File: config.mk
export PLATFORM = sky130hd
export DESIGN_NAME = page_frame_replacement_unit
export DESIGN_NICKNAME = d
export VERILOG_FILES = /design/src/hdl/pfr_pkg.sv /design/src/hdl/pfr_ram.sv /design/src/hdl/pfr_rank.sv /design/src/hdl/pfr_match.sv /design/src/hdl/page_frame_replacement_unit.sv
export VERILOG_INCLUDE_DIRS = /design/src /design/src/hdl
export SDC_FILE = /design/constraint.sdc
export NUM_CORES = 1
export LEC_CHECK = 0
export ABC_AREA = 1
export BUFFER_PORTS_ARGS = -buffer_cell sky130_fd_sc_hd__buf_2
export CORE_ASPECT_RATIO = 1.1
export CORE_MARGIN = 5
export CORE_UTILIZATION = 30
export CTS_BUF_LIST = sky130_fd_sc_hd__clkbuf_4 sky130_fd_sc_hd__clkbuf_8
export DETAILED_ROUTE_END_ITERATION = 10
export SYNTH_ARGS = -nofsm -noshare
export SYNTH_HDL_FRONTEND = slang
export SYNTH_SLANG_ARGS = --single-unit
File: constraint.sdc
create_clock -name clk -period 3.9 [get_ports clk]
set_input_delay 0.78 -clock clk [delete_from_list [all_inputs] [get_ports clk]]
set_output_delay 0.78 -clock clk [all_outputs]
set_load 0.01 [all_outputs]
File: src/hdl/page_frame_replacement_unit_macros.svh
// Assertion macros shared by the page frame replacement unit modules.
`ifndef PAGE_FRAME_REPLACEMENT_UNIT_MACROS_SVH
`define PAGE_FRAME_REPLACEMENT_UNIT_MACROS_SVH

// Property holds on every clock edge out of reset.
`define PFR_ASSERT_ALWAYS(lbl, clk_s, rst_s, prop) \
    lbl: assert property (@(posedge clk_s) disable iff (!rst_s) (prop)) \
        else $error("pfr: invariant violated");

// Consequent holds in the same cycle as the antecedent.
`define PFR_ASSERT_IMPLIES(lbl, clk_s, rst_s, ante, cons) \
    lbl: assert property (@(posedge clk_s) disable iff (!rst_s) (ante) |-> (cons)) \
        else $error("pfr: same-cycle implication failed");

// Consequent holds in the cycle after the antecedent.
`define PFR_ASSERT_NEXT(lbl, clk_s, rst_s, ante, cons) \
    lbl: assert property (@(posedge clk_s) disable iff (!rst_s) (ante) |=> (cons)) \
        else $error("pfr: next-cycle implication failed");

`endif

File: src/hdl/pfr_pkg.sv
// Shared types and constants for the page frame replacement unit.
`default_nettype none

package pfr_pkg;

    localparam int PID_BITS           = 7;
    localparam int PAGE_BITS          = 5;
    localparam int TAG_BITS           = PID_BITS + PAGE_BITS;
    localparam int FRAME_IDX_BITS     = 3;
    localparam int SLOT_IDX_BITS      = 4;
    localparam int FRAMES_DEFAULT     = 8;
    localparam int SWAP_SLOTS_DEFAULT = 16;
    localparam int CFG_ADDR_BITS      = 3;
    localparam int CFG_DATA_BITS      = 32;

    // Register word indexes (byte address / 4)
    localparam logic [CFG_ADDR_BITS-3:0] REG_POLICY_MODE = '0;

    typedef enum logic {
        POLICY_FIFO = 1'b0,
        POLICY_LRU  = 1'b1
    } policy_t;

    typedef enum logic [1:0] {
        OUT_HIT      = 2'd0,
        OUT_FILL     = 2'd1,
        OUT_PUSH     = 2'd2,
        OUT_EXCHANGE = 2'd3
    } outcome_t;

    typedef enum logic [2:0] {
        ST_IDLE,
        ST_SCAN_FRAME,
        ST_SCAN_SWAP,
        ST_DRAIN,
        ST_DECIDE,
        ST_VICTIM_RD,
        ST_UPDATE
    } state_t;

    typedef struct packed {
        logic [PID_BITS-1:0]  process_id;
        logic [PAGE_BITS-1:0] page_number;
    } access_t;

    typedef struct packed {
        outcome_t                  outcome;
        logic [FRAME_IDX_BITS-1:0] frame_index;
        logic                      victim_valid;
        logic [PID_BITS-1:0]       victim_process;
        logic [PAGE_BITS-1:0]      victim_page;
        logic [SLOT_IDX_BITS-1:0]  swap_slot;
    } result_t;

    // Which tag store the compare unit looks at this cycle
    typedef struct packed {
        logic frame_en;
        logic swap_en;
    } scan_ctl_t;

    // What the scan has found so far
    typedef struct packed {
        logic frame_hit;
        logic swap_hit;
        logic free_found;
    } match_flags_t;

endpackage

`default_nettype wire

File: src/hdl/pfr_ram.sv
// Generic single-write, single-read RAM with registered read data.
`default_nettype none

module pfr_ram #(
    parameter int WIDTH = 8,
    parameter int DEPTH = 8,
    localparam int ADDR_BITS = $clog2(DEPTH)
) (
    input  logic                 clk,
    input  logic                 we,
    input  logic [ADDR_BITS-1:0] waddr,
    input  logic [WIDTH-1:0]     wdata,
    input  logic [ADDR_BITS-1:0] raddr,
    output logic [WIDTH-1:0]     rdata
);

    logic [WIDTH-1:0] mem [DEPTH];

    // Write port
    always_ff @(posedge clk)
    begin
        if (we)
        begin
            mem[waddr] <= wdata;
        end
    end

    // Registered read port
    always_ff @(posedge clk)
    begin
        rdata <= mem[raddr];
    end

endmodule

`default_nettype wire

File: src/hdl/pfr_rank.sv
// Recency rank table: exact age per frame, 0 = most recently used.
`default_nettype none
`include "page_frame_replacement_unit_macros.svh"

module pfr_rank #(
    parameter int FRAMES = pfr_pkg::FRAMES_DEFAULT,
    localparam int FW = $clog2(FRAMES)
) (
    input  logic          clk,
    input  logic          rst_n,
    input  logic          touch_en,
    input  logic [FW-1:0] touch_idx,
    input  logic [FW-1:0] rd_idx,
    output logic          rd_oldest
);

    logic [FW-1:0]     rank_reg  [FRAMES];
    logic [FW-1:0]     rank_next [FRAMES];
    logic [FW-1:0]     old_rank;
    logic [FRAMES-1:0] mru_vec;
    logic [FRAMES-1:0] oldest_vec;

    // Touch: the frame becomes age 0, younger frames age by one
    always_comb
    begin
        old_rank = rank_reg[touch_idx];
        for (int i = 0; i < FRAMES; i++)
        begin
            rank_next[i] = rank_reg[i];
            if (touch_en)
            begin
                if (FW'(i) == touch_idx)
                begin
                    rank_next[i] = '0;
                end
                else if (rank_reg[i] < old_rank)
                begin
                    rank_next[i] = rank_reg[i] + 1'b1;
                end
            end
        end
    end

    always_ff @(posedge clk or negedge rst_n)
    begin
        if (!rst_n)
        begin
            for (int i = 0; i < FRAMES; i++)
            begin
                rank_reg[i] <= FW'(FRAMES - 1 - i);
            end
        end
        else
        begin
            rank_reg <= rank_next;
        end
    end

    // Oldest frame test at the scan position
    assign rd_oldest = (rank_reg[rd_idx] == FW'(FRAMES - 1));

    always_comb
    begin
        for (int i = 0; i < FRAMES; i++)
        begin
            mru_vec[i]    = (rank_reg[i] == '0);
            oldest_vec[i] = (rank_reg[i] == FW'(FRAMES - 1));
        end
    end

    // Ranks stay a permutation: exactly one youngest and one oldest frame
    `PFR_ASSERT_ALWAYS(a_one_mru, clk, rst_n, $onehot(mru_vec))
    `PFR_ASSERT_ALWAYS(a_one_oldest, clk, rst_n, $onehot(oldest_vec))

endmodule

`default_nettype wire

File: src/hdl/pfr_match.sv
// Shared tag comparator with first-match trackers for frames and swap slots.
`default_nettype none

module pfr_match #(
    parameter int FRAMES     = pfr_pkg::FRAMES_DEFAULT,
    parameter int SWAP_SLOTS = pfr_pkg::SWAP_SLOTS_DEFAULT,
    localparam int FW = $clog2(FRAMES),
    localparam int SW = $clog2(SWAP_SLOTS),
    localparam int IW = (FW > SW) ? FW : SW
) (
    input  logic                          clk,
    input  logic                          rst_n,
    input  logic                          clear,
    input  pfr_pkg::scan_ctl_t            ctl,
    input  logic [IW-1:0]                 entry_idx,
    input  logic                          entry_valid,
    input  logic [pfr_pkg::TAG_BITS-1:0]  entry_tag,
    input  logic [pfr_pkg::TAG_BITS-1:0]  key,
    input  logic                          entry_oldest,
    output pfr_pkg::match_flags_t         flags,
    output logic [FW-1:0]                 hit_frame,
    output logic [FW-1:0]                 free_frame,
    output logic [FW-1:0]                 lru_frame,
    output logic [SW-1:0]                 hit_slot
);

    import pfr_pkg::*;

    match_flags_t  flags_reg, flags_next;
    logic [FW-1:0] hit_frame_reg, hit_frame_next;
    logic [FW-1:0] free_frame_reg, free_frame_next;
    logic [FW-1:0] lru_frame_reg, lru_frame_next;
    logic [SW-1:0] hit_slot_reg, hit_slot_next;
    logic          tag_eq;

    // The one comparator, used for every stored tag in turn
    assign tag_eq = entry_valid && (entry_tag == key);

    // Keep the lowest matching index of each kind, and the oldest frame's index
    always_comb
    begin
        flags_next      = flags_reg;
        hit_frame_next  = hit_frame_reg;
        free_frame_next = free_frame_reg;
        lru_frame_next  = lru_frame_reg;
        hit_slot_next   = hit_slot_reg;
        if (clear)
        begin
            flags_next = '0;
        end
        else
        begin
            if (ctl.frame_en)
            begin
                if (tag_eq && !flags_reg.frame_hit)
                begin
                    flags_next.frame_hit = 1'b1;
                    hit_frame_next       = entry_idx[FW-1:0];
                end
                if (!entry_valid && !flags_reg.free_found)
                begin
                    flags_next.free_found = 1'b1;
                    free_frame_next       = entry_idx[FW-1:0];
                end
                if (entry_oldest)
                begin
                    lru_frame_next = entry_idx[FW-1:0];
                end
            end
            if (ctl.swap_en)
            begin
                if (tag_eq && !flags_reg.swap_hit)
                begin
                    flags_next.swap_hit = 1'b1;
                    hit_slot_next       = entry_idx[SW-1:0];
                end
            end
        end
    end

    always_ff @(posedge clk or negedge rst_n)
    begin
        if (!rst_n)
        begin
            flags_reg <= '0;
        end
        else
        begin
            flags_reg <= flags_next;
        end
    end

    always_ff @(posedge clk)
    begin
        hit_frame_reg  <= hit_frame_next;
        free_frame_reg <= free_frame_next;
        lru_frame_reg  <= lru_frame_next;
        hit_slot_reg   <= hit_slot_next;
    end

    assign flags      = flags_reg;
    assign hit_frame  = hit_frame_reg;
    assign free_frame = free_frame_reg;
    assign lru_frame  = lru_frame_reg;
    assign hit_slot   = hit_slot_reg;

endmodule

`default_nettype wire

File: src/hdl/page_frame_replacement_unit.sv
// Page frame replacement unit: FIFO or LRU victim choice over frames and a swap ring.
//
// Usage:
//   access channel (access_valid/access_ready, payload access) takes one page
//   access (process id, page number). result channel (result_valid/
//   result_ready, payload result) returns exactly one result per access.
//   The APB port holds policy_mode at byte address 0 (0 FIFO, 1 LRU); write
//   it only while the unit is idle. pready is tied high.
// Sequencing:
//   each access is handled by one shared tag comparator that walks all frame
//   tags, then all swap tags, one per cycle out of the tag RAMs, then passes
//   through the drain, decide, victim read and update states; the result is
//   registered at the update. The next access is taken only after that
//   commit: access_ready is high only between accesses.
// Reset:
//   all frames and swap slots empty, both pointers 0, frame i has age
//   FRAMES-1-i, policy FIFO. No clearing pass; valid bits reset at once.
// Back pressure:
//   a result waits in the output register; the next access is still taken
//   and scanned, and its state update holds until the output register frees.
`default_nettype none
`include "page_frame_replacement_unit_macros.svh"

module page_frame_replacement_unit #(
    parameter int FRAMES     = pfr_pkg::FRAMES_DEFAULT,
    parameter int SWAP_SLOTS = pfr_pkg::SWAP_SLOTS_DEFAULT
) (
    input  logic                               clk,
    input  logic                               rst_n,
    // Configuration port
    input  logic                               psel,
    input  logic                               penable,
    input  logic                               pwrite,
    input  logic [pfr_pkg::CFG_ADDR_BITS-1:0]  paddr,
    input  logic [pfr_pkg::CFG_DATA_BITS-1:0]  pwdata,
    output logic [pfr_pkg::CFG_DATA_BITS-1:0]  prdata,
    output logic                               pready,
    // Access channel
    input  logic                               access_valid,
    output logic                               access_ready,
    input  pfr_pkg::access_t                   access,
    // Result channel
    output logic                               result_valid,
    input  logic                               result_ready,
    output pfr_pkg::result_t                   result
);

    import pfr_pkg::*;

    localparam int FW = $clog2(FRAMES);
    localparam int SW = $clog2(SWAP_SLOTS);
    localparam int IW = (FW > SW) ? FW : SW;

    state_t                  state_reg, state_next;
    logic [IW-1:0]           cnt_reg, cnt_next;
    scan_ctl_t               scan_reg, scan_next;
    logic [IW-1:0]           scan_idx_reg, scan_idx_next;
    logic [TAG_BITS-1:0]     key_reg, key_next;
    logic [FW-1:0]           frame_reg, frame_next;
    outcome_t                outcome_reg, outcome_next;
    logic [FW-1:0]           fifo_ptr_reg, fifo_ptr_next;
    logic [SW-1:0]           swap_ptr_reg, swap_ptr_next;
    logic [FRAMES-1:0]       frame_valid_reg, frame_valid_next;
    logic [SWAP_SLOTS-1:0]   swap_valid_reg, swap_valid_next;
    policy_t                 policy_reg, policy_next;
    logic                    result_valid_reg, result_valid_next;
    result_t                 result_reg, result_next;

    logic                    cfg_wr;
    logic [CFG_ADDR_BITS-3:0] cfg_idx;
    logic                    match_clear;
    logic                    update_fire;
    logic                    victim;
    logic [FW-1:0]           frame_raddr;
    logic [SW-1:0]           swap_raddr;
    logic [SW-1:0]           swap_waddr;
    logic                    frame_we;
    logic                    swap_we;
    logic [TAG_BITS-1:0]     frame_rdata;
    logic [TAG_BITS-1:0]     swap_rdata;
    logic                    entry_valid;
    logic [TAG_BITS-1:0]     entry_tag;
    logic                    entry_oldest;
    match_flags_t            match_flags;
    logic [FW-1:0]           hit_frame;
    logic [FW-1:0]           free_frame;
    logic [FW-1:0]           lru_frame;
    logic [SW-1:0]           hit_slot;

    // Configuration register
    assign pready  = 1'b1;
    assign cfg_wr  = psel && penable && pwrite;
    assign cfg_idx = paddr[CFG_ADDR_BITS-1:2];
    assign policy_next = (cfg_wr && (cfg_idx == REG_POLICY_MODE)) ?
                         policy_t'(pwdata[0]) : policy_reg;
    assign prdata = (cfg_idx == REG_POLICY_MODE) ?
                    {{(CFG_DATA_BITS-1){1'b0}}, policy_reg} : '0;

    // Tag stores
    pfr_ram #(
        .WIDTH (TAG_BITS),
        .DEPTH (FRAMES)
    ) u_frame_ram (
        .clk   (clk),
        .we    (frame_we),
        .waddr (frame_reg),
        .wdata (key_reg),
        .raddr (frame_raddr),
        .rdata (frame_rdata)
    );

    pfr_ram #(
        .WIDTH (TAG_BITS),
        .DEPTH (SWAP_SLOTS)
    ) u_swap_ram (
        .clk   (clk),
        .we    (swap_we),
        .waddr (swap_waddr),
        .wdata (frame_rdata),
        .raddr (swap_raddr),
        .rdata (swap_rdata)
    );

    // Entry presented to the comparator in the cycle after its RAM address
    assign entry_valid = scan_reg.frame_en ? frame_valid_reg[scan_idx_reg[FW-1:0]]
                                           : swap_valid_reg[scan_idx_reg[SW-1:0]];
    assign entry_tag   = scan_reg.frame_en ? frame_rdata : swap_rdata;

    pfr_rank #(
        .FRAMES (FRAMES)
    ) u_rank (
        .clk       (clk),
        .rst_n     (rst_n),
        .touch_en  (update_fire),
        .touch_idx (frame_reg),
        .rd_idx    (scan_idx_reg[FW-1:0]),
        .rd_oldest (entry_oldest)
    );

    pfr_match #(
        .FRAMES     (FRAMES),
        .SWAP_SLOTS (SWAP_SLOTS)
    ) u_match (
        .clk          (clk),
        .rst_n        (rst_n),
        .clear        (match_clear),
        .ctl          (scan_reg),
        .entry_idx    (scan_idx_reg),
        .entry_valid  (entry_valid),
        .entry_tag    (entry_tag),
        .key          (key_reg),
        .entry_oldest (entry_oldest),
        .flags        (match_flags),
        .hit_frame    (hit_frame),
        .free_frame   (free_frame),
        .lru_frame    (lru_frame),
        .hit_slot     (hit_slot)
    );

    assign victim = (outcome_reg == OUT_PUSH) || (outcome_reg == OUT_EXCHANGE);

    // Sequencer and state update
    always_comb
    begin
        state_next        = state_reg;
        cnt_next          = cnt_reg;
        scan_next         = '0;
        scan_idx_next     = cnt_reg;
        key_next          = key_reg;
        frame_next        = frame_reg;
        outcome_next      = outcome_reg;
        fifo_ptr_next     = fifo_ptr_reg;
        swap_ptr_next     = swap_ptr_reg;
        frame_valid_next  = frame_valid_reg;
        swap_valid_next   = swap_valid_reg;
        result_next       = result_reg;
        result_valid_next = result_valid_reg && !result_ready;
        match_clear       = 1'b0;
        update_fire       = 1'b0;
        access_ready      = 1'b0;
        frame_raddr       = frame_reg;
        swap_raddr        = cnt_reg[SW-1:0];
        frame_we          = 1'b0;
        swap_we           = 1'b0;
        swap_waddr        = (outcome_reg == OUT_EXCHANGE) ? hit_slot : swap_ptr_reg;

        case (state_reg)
            ST_IDLE:
            begin
                access_ready = 1'b1;
                if (access_valid)
                begin
                    key_next    = {access.process_id, access.page_number};
                    cnt_next    = '0;
                    match_clear = 1'b1;
                    state_next  = ST_SCAN_FRAME;
                end
            end
            ST_SCAN_FRAME:
            begin
                frame_raddr        = cnt_reg[FW-1:0];
                scan_next.frame_en = 1'b1;
                if (cnt_reg == IW'(FRAMES - 1))
                begin
                    cnt_next   = '0;
                    state_next = ST_SCAN_SWAP;
                end
                else
                begin
                    cnt_next = cnt_reg + 1'b1;
                end
            end
            ST_SCAN_SWAP:
            begin
                scan_next.swap_en = 1'b1;
                if (cnt_reg == IW'(SWAP_SLOTS - 1))
                begin
                    state_next = ST_DRAIN;
                end
                else
                begin
                    cnt_next = cnt_reg + 1'b1;
                end
            end
            ST_DRAIN:
            begin
                state_next = ST_DECIDE;
            end
            ST_DECIDE:
            begin
                if (match_flags.frame_hit)
                begin
                    frame_next   = hit_frame;
                    outcome_next = OUT_HIT;
                end
                else if (match_flags.free_found)
                begin
                    frame_next   = free_frame;
                    outcome_next = OUT_FILL;
                end
                else
                begin
                    frame_next   = (policy_reg == POLICY_LRU) ? lru_frame : fifo_ptr_reg;
                    outcome_next = match_flags.swap_hit ? OUT_EXCHANGE : OUT_PUSH;
                end
                state_next = ST_VICTIM_RD;
            end
            ST_VICTIM_RD:
            begin
                state_next = ST_UPDATE;
            end
            ST_UPDATE:
            begin
                if (!result_valid_reg || result_ready)
                begin
                    update_fire = 1'b1;
                    state_next  = ST_IDLE;
                end
            end
            default:
            begin
                state_next = ST_IDLE;
            end
        endcase

        // Commit the access: tag writes, pointers, result
        if (update_fire)
        begin
            if (outcome_reg != OUT_HIT)
            begin
                frame_we                    = 1'b1;
                frame_valid_next[frame_reg] = 1'b1;
                if (policy_reg == POLICY_FIFO)
                begin
                    fifo_ptr_next = (frame_reg == FW'(FRAMES - 1)) ? '0 : frame_reg + 1'b1;
                end
            end
            if (victim)
            begin
                swap_we                     = 1'b1;
                swap_valid_next[swap_waddr] = 1'b1;
            end
            if (outcome_reg == OUT_PUSH)
            begin
                swap_ptr_next = (swap_ptr_reg == SW'(SWAP_SLOTS - 1)) ? '0
                                                                      : swap_ptr_reg + 1'b1;
            end
            result_next.outcome        = outcome_reg;
            result_next.frame_index    = FRAME_IDX_BITS'(frame_reg);
            result_next.victim_valid   = victim;
            result_next.victim_process = victim ? frame_rdata[TAG_BITS-1 -: PID_BITS] : '0;
            result_next.victim_page    = victim ? frame_rdata[PAGE_BITS-1:0] : '0;
            result_next.swap_slot      = victim ? SLOT_IDX_BITS'(swap_waddr) : '0;
            result_valid_next          = 1'b1;
        end
    end

    // Control registers
    always_ff @(posedge clk or negedge rst_n)
    begin
        if (!rst_n)
        begin
            state_reg        <= ST_IDLE;
            cnt_reg          <= '0;
            scan_reg         <= '0;
            fifo_ptr_reg     <= '0;
            swap_ptr_reg     <= '0;
            frame_valid_reg  <= '0;
            swap_valid_reg   <= '0;
            policy_reg       <= POLICY_FIFO;
            result_valid_reg <= 1'b0;
        end
        else
        begin
            state_reg        <= state_next;
            cnt_reg          <= cnt_next;
            scan_reg         <= scan_next;
            fifo_ptr_reg     <= fifo_ptr_next;
            swap_ptr_reg     <= swap_ptr_next;
            frame_valid_reg  <= frame_valid_next;
            swap_valid_reg   <= swap_valid_next;
            policy_reg       <= policy_next;
            result_valid_reg <= result_valid_next;
        end
    end

    // Payload registers
    always_ff @(posedge clk)
    begin
        scan_idx_reg <= scan_idx_next;
        key_reg      <= key_next;
        frame_reg    <= frame_next;
        outcome_reg  <= outcome_next;
        result_reg   <= result_next;
    end

    assign result_valid = result_valid_reg;
    assign result       = result_reg;

    // An eviction only happens when every frame is occupied
    `PFR_ASSERT_IMPLIES(a_victim_needs_full, clk, rst_n, update_fire && victim, &frame_valid_reg)
    // An exchange needs a swap hit and no frame hit
    `PFR_ASSERT_IMPLIES(a_exchange_has_slot, clk, rst_n, update_fire && (outcome_reg == OUT_EXCHANGE), match_flags.swap_hit && !match_flags.frame_hit)
    // A commit shows its outcome in the output register the next cycle
    `PFR_ASSERT_NEXT(a_commit_shows_result, clk, rst_n, update_fire, result_valid && (result.outcome == $past(outcome_reg)))

endmodule

`default_nettype wire

==> results.md <==
* Status: finished clean
* Final TNS setup at 0 ns
* Largest net degree at the start of global routing at 59
* Number of flops mapped to enable cells by yosys at 340
* Root Buffer: clkbuf_8
* Max-cap viol count at 0
* Die span in y at 271 microns
* Period utilisation layout at 74.9%
* Core ar. at 0.0612 sq mm
* Ys async rst share at 15.8%
* P&R area growth vs syn at 14.9%
* # hold bufs at CTS at 0
* Slew Viols, Final at 0
* CP Launch Type: flip-flop
* Skew final at 0.0382 ns
* # resized after CTS at 0
* CTS clk-pin slew, worst paths at 0.06 ns
* Min-Delay Path Class: primary input to async pin
* Kind of critical path: flip-flop to flip-flop
* Leakage at 8.32 nW
* Synth Flop Type: edfxtp_1
* Max-slew headroom at 46.4%
* Port bufs at 45
* FF+latch count, synth at 437
* Worst r2r path cells at 12
* Clock Latency Late Sink at 0.65 ns
* Die X at 247 microns
* Die Area at 0.0671 sq mm
* Synth unique cells at 50
* Cells after Synth at 1648
* Share of cells above drive strength 1 at 16.1%
* Pwr dens at 662 mW/mm^2
* GR Layer Usage met2 at 22.5%
* Total number of vias at 12500
* Met3 usage at 2.37%
* RSZ-0062 raised after global routing: false
* Post-Route WL at 45100 microns
* H-tree levels at 3
* Worst-Margin Slew at 0.802 ns
* Final Net Count at 1830
* DR pass1 iterations at 5
* IO Count at 111
* Gr usage total at 13.3%
* Average wire per standard cell at 17.2 microns
* Register Area at 0.0125 sq mm
* CTS Buffer Depth at 3
* Initial antenna violation count at 1
* Yosys warns at 0
* CTS tree: done
* Post-route ant nets at 0
* Largest register FFs at 192
* Met1 GRT Util at 17.1%
* Post-CTS Setup Repair Bufs at 0
* Initial Util at 30.4%
* Drt initial violations at 952
* Post-synthesis cell area at 0.0186 sq mm
* Num rows at 95
* Peak VDD IR at 0.000278 V
* Final estimated routing congestion in global placement at 0.852
* Post-DP HPWL at 28100 microns
* Maximum clock rate at 342 MHz
* Multi-input logic area at 0.00515 sq mm
* CP required at 4.47 ns
* GR peak layer: met2
* Final hold viol count at 0
* Vias per inst at 4.76
* Mean post-synth cell area at 11.3 sq um
* First-pass GRT wire length at 70700 microns
* Num CTS Buffers at 75
* Sink Count at 437
* DRC viols at 0
* Endpoints failing setup at 0
* Vias in the first global route at 12600
* Max Fanout on Critical Path at 19
* Final min period at 2.92 ns
* Setup crit end kind: flip-flop
* CP arrival at 3.49 ns
* Fillers at 5976
* Total chip power at 14.1 mW
* Total global routing overflow at 0
* Seq/Total Area, Yosys at 67.3%
synth_stat cells (all sizes together) (9+ instances only):
master,instances,share of area (%)
nand2,347,7.2
edfxtp,340,55
nor2,160,3.3
o21ai,156,4.3
inv,117,2.4
nand3,91,2.5
buf,66,2.5
dfrtp,57,7.7
a21oi,51,1.4
o22ai,42,1.4
nand4,33,1.1
ha,32,2.2
clkbuf,30,0.62
dfxtp,28,3.0
a221oi,15,0.71
or2,14,0.47
dfstp,12,1.7
o211ai,9,0.39
cells in the final DEF, fill, tap and decap left out, types with 45 or more instances in the layout:
master,n
inv_1,105
nand3_1,90
nor2_1,154
o21ai_0,144
a21oi_1,51
dfrtp_1,56
edfxtp_1,340
buf_2,45
clkbuf_8,91
nand2_1,335
logic make-up after synthesis:
| logic type | synth area share [%] |
|---|---|
| buf+inv | 5.59 |
| other cells | 0.0404 |
| xor+xnor | 0.141 |
| simple gates | 14.9 |
| fa+ha+maj | 2.15 |
| flops | 67.3 |
| compound gates | 9.88 |
final timing paths:
| path | start | endpoint | slack (ns) |
|---|---|---|---|
| max | frame_reg[0]$_DFFE_PN_ | u_rank.rank_reg[23]$_DFFE_PN1P_ | 0.98 |
| min | rst_n | swap_ptr_reg[3]$_DFFE_PN0P_ | 0.11 |
| max reg2reg | frame_reg[0]$_DFFE_PN_ | u_rank.rank_reg[23]$_DFFE_PN1P_ | 0.98 |
| min reg2reg | swap_valid_reg[10]$_DFFE_PN0P_ | swap_valid_reg[10]$_DFFE_PN0P_ | 0.46 |
| max in group asynchronous | rst_n | cnt_reg[0]$_DFFE_PN0P_ | 2.72 |
| min in group clk | access[5] | key_reg[5]$_DFFE_PP_ | 0.33 |
critical path: stages, from the launching register on:
cell      delay [ns]
edfxtp_1        0.86
inv_4           0.16
nand2_1         0.14
o22ai_1         0.09
nor2_1          0.16
o211ai_1        0.12
inv_1           0.30
ha_1            0.33
a211oi_2        0.35
nand2_2         0.13
nand2_1         0.08
nand2_1         0.05
nand2_1         0.06
cell type report:
| class | count | area share [%] |
|---|---|---|
| multi-input cells | 1023 | 24.1 |
| diodes | 1 | 0.0117 |
| flip-flops and latches | 437 | 58.6 |
| clock inverters | 27 | 1.19 |
| inverters | 122 | 2.16 |
| well taps | 824 | 4.83 |
| clock buffers | 112 | 6.60 |
| repair buffers | 85 | 2.52 |
layer usage:
layer | vias to the layer above | share of wire (%)
met5 | - | 0
met4 | 0 | 1.9
met2 | 369 | 50
li1 | 5937 | -
met3 | 56 | 5.7
met1 | 6149 | 43
through the flow:
| stage | worst slack [ns] | cells | instance area [sq um] | utilization, % | hold slack [ns] |
|---|---|---|---|---|---|
| detailed placement | 1.04 | 2491 | 19700 | 32.2 | 0.445 |
| CTS | 1.01 | 2630 | 21400 | 34.9 | 0.0870 |
| global route | 0.784 | 2631 | 21400 | 34.9 | 0.130 |
| global placement | 1.10 | 2491 | 19700 | 32.2 | 0.439 |
| finish | 0.979 | 2631 | 21400 | 34.9 | 0.109 |
| floorplan | 1.35 | 1678 | 18700 | - | 0.368 |
report_power, final:
part	internal [mW]	total, mW	switching (mW)	leakage [nW]
logic	0.960	3.16	2.20	3.35
clock network	2.60	4.48	1.88	0.874
registers	5.83	6.51	0.681	4.09
total	9.39	14.1	4.75	8.32
(Power assumes the default switching activity.)
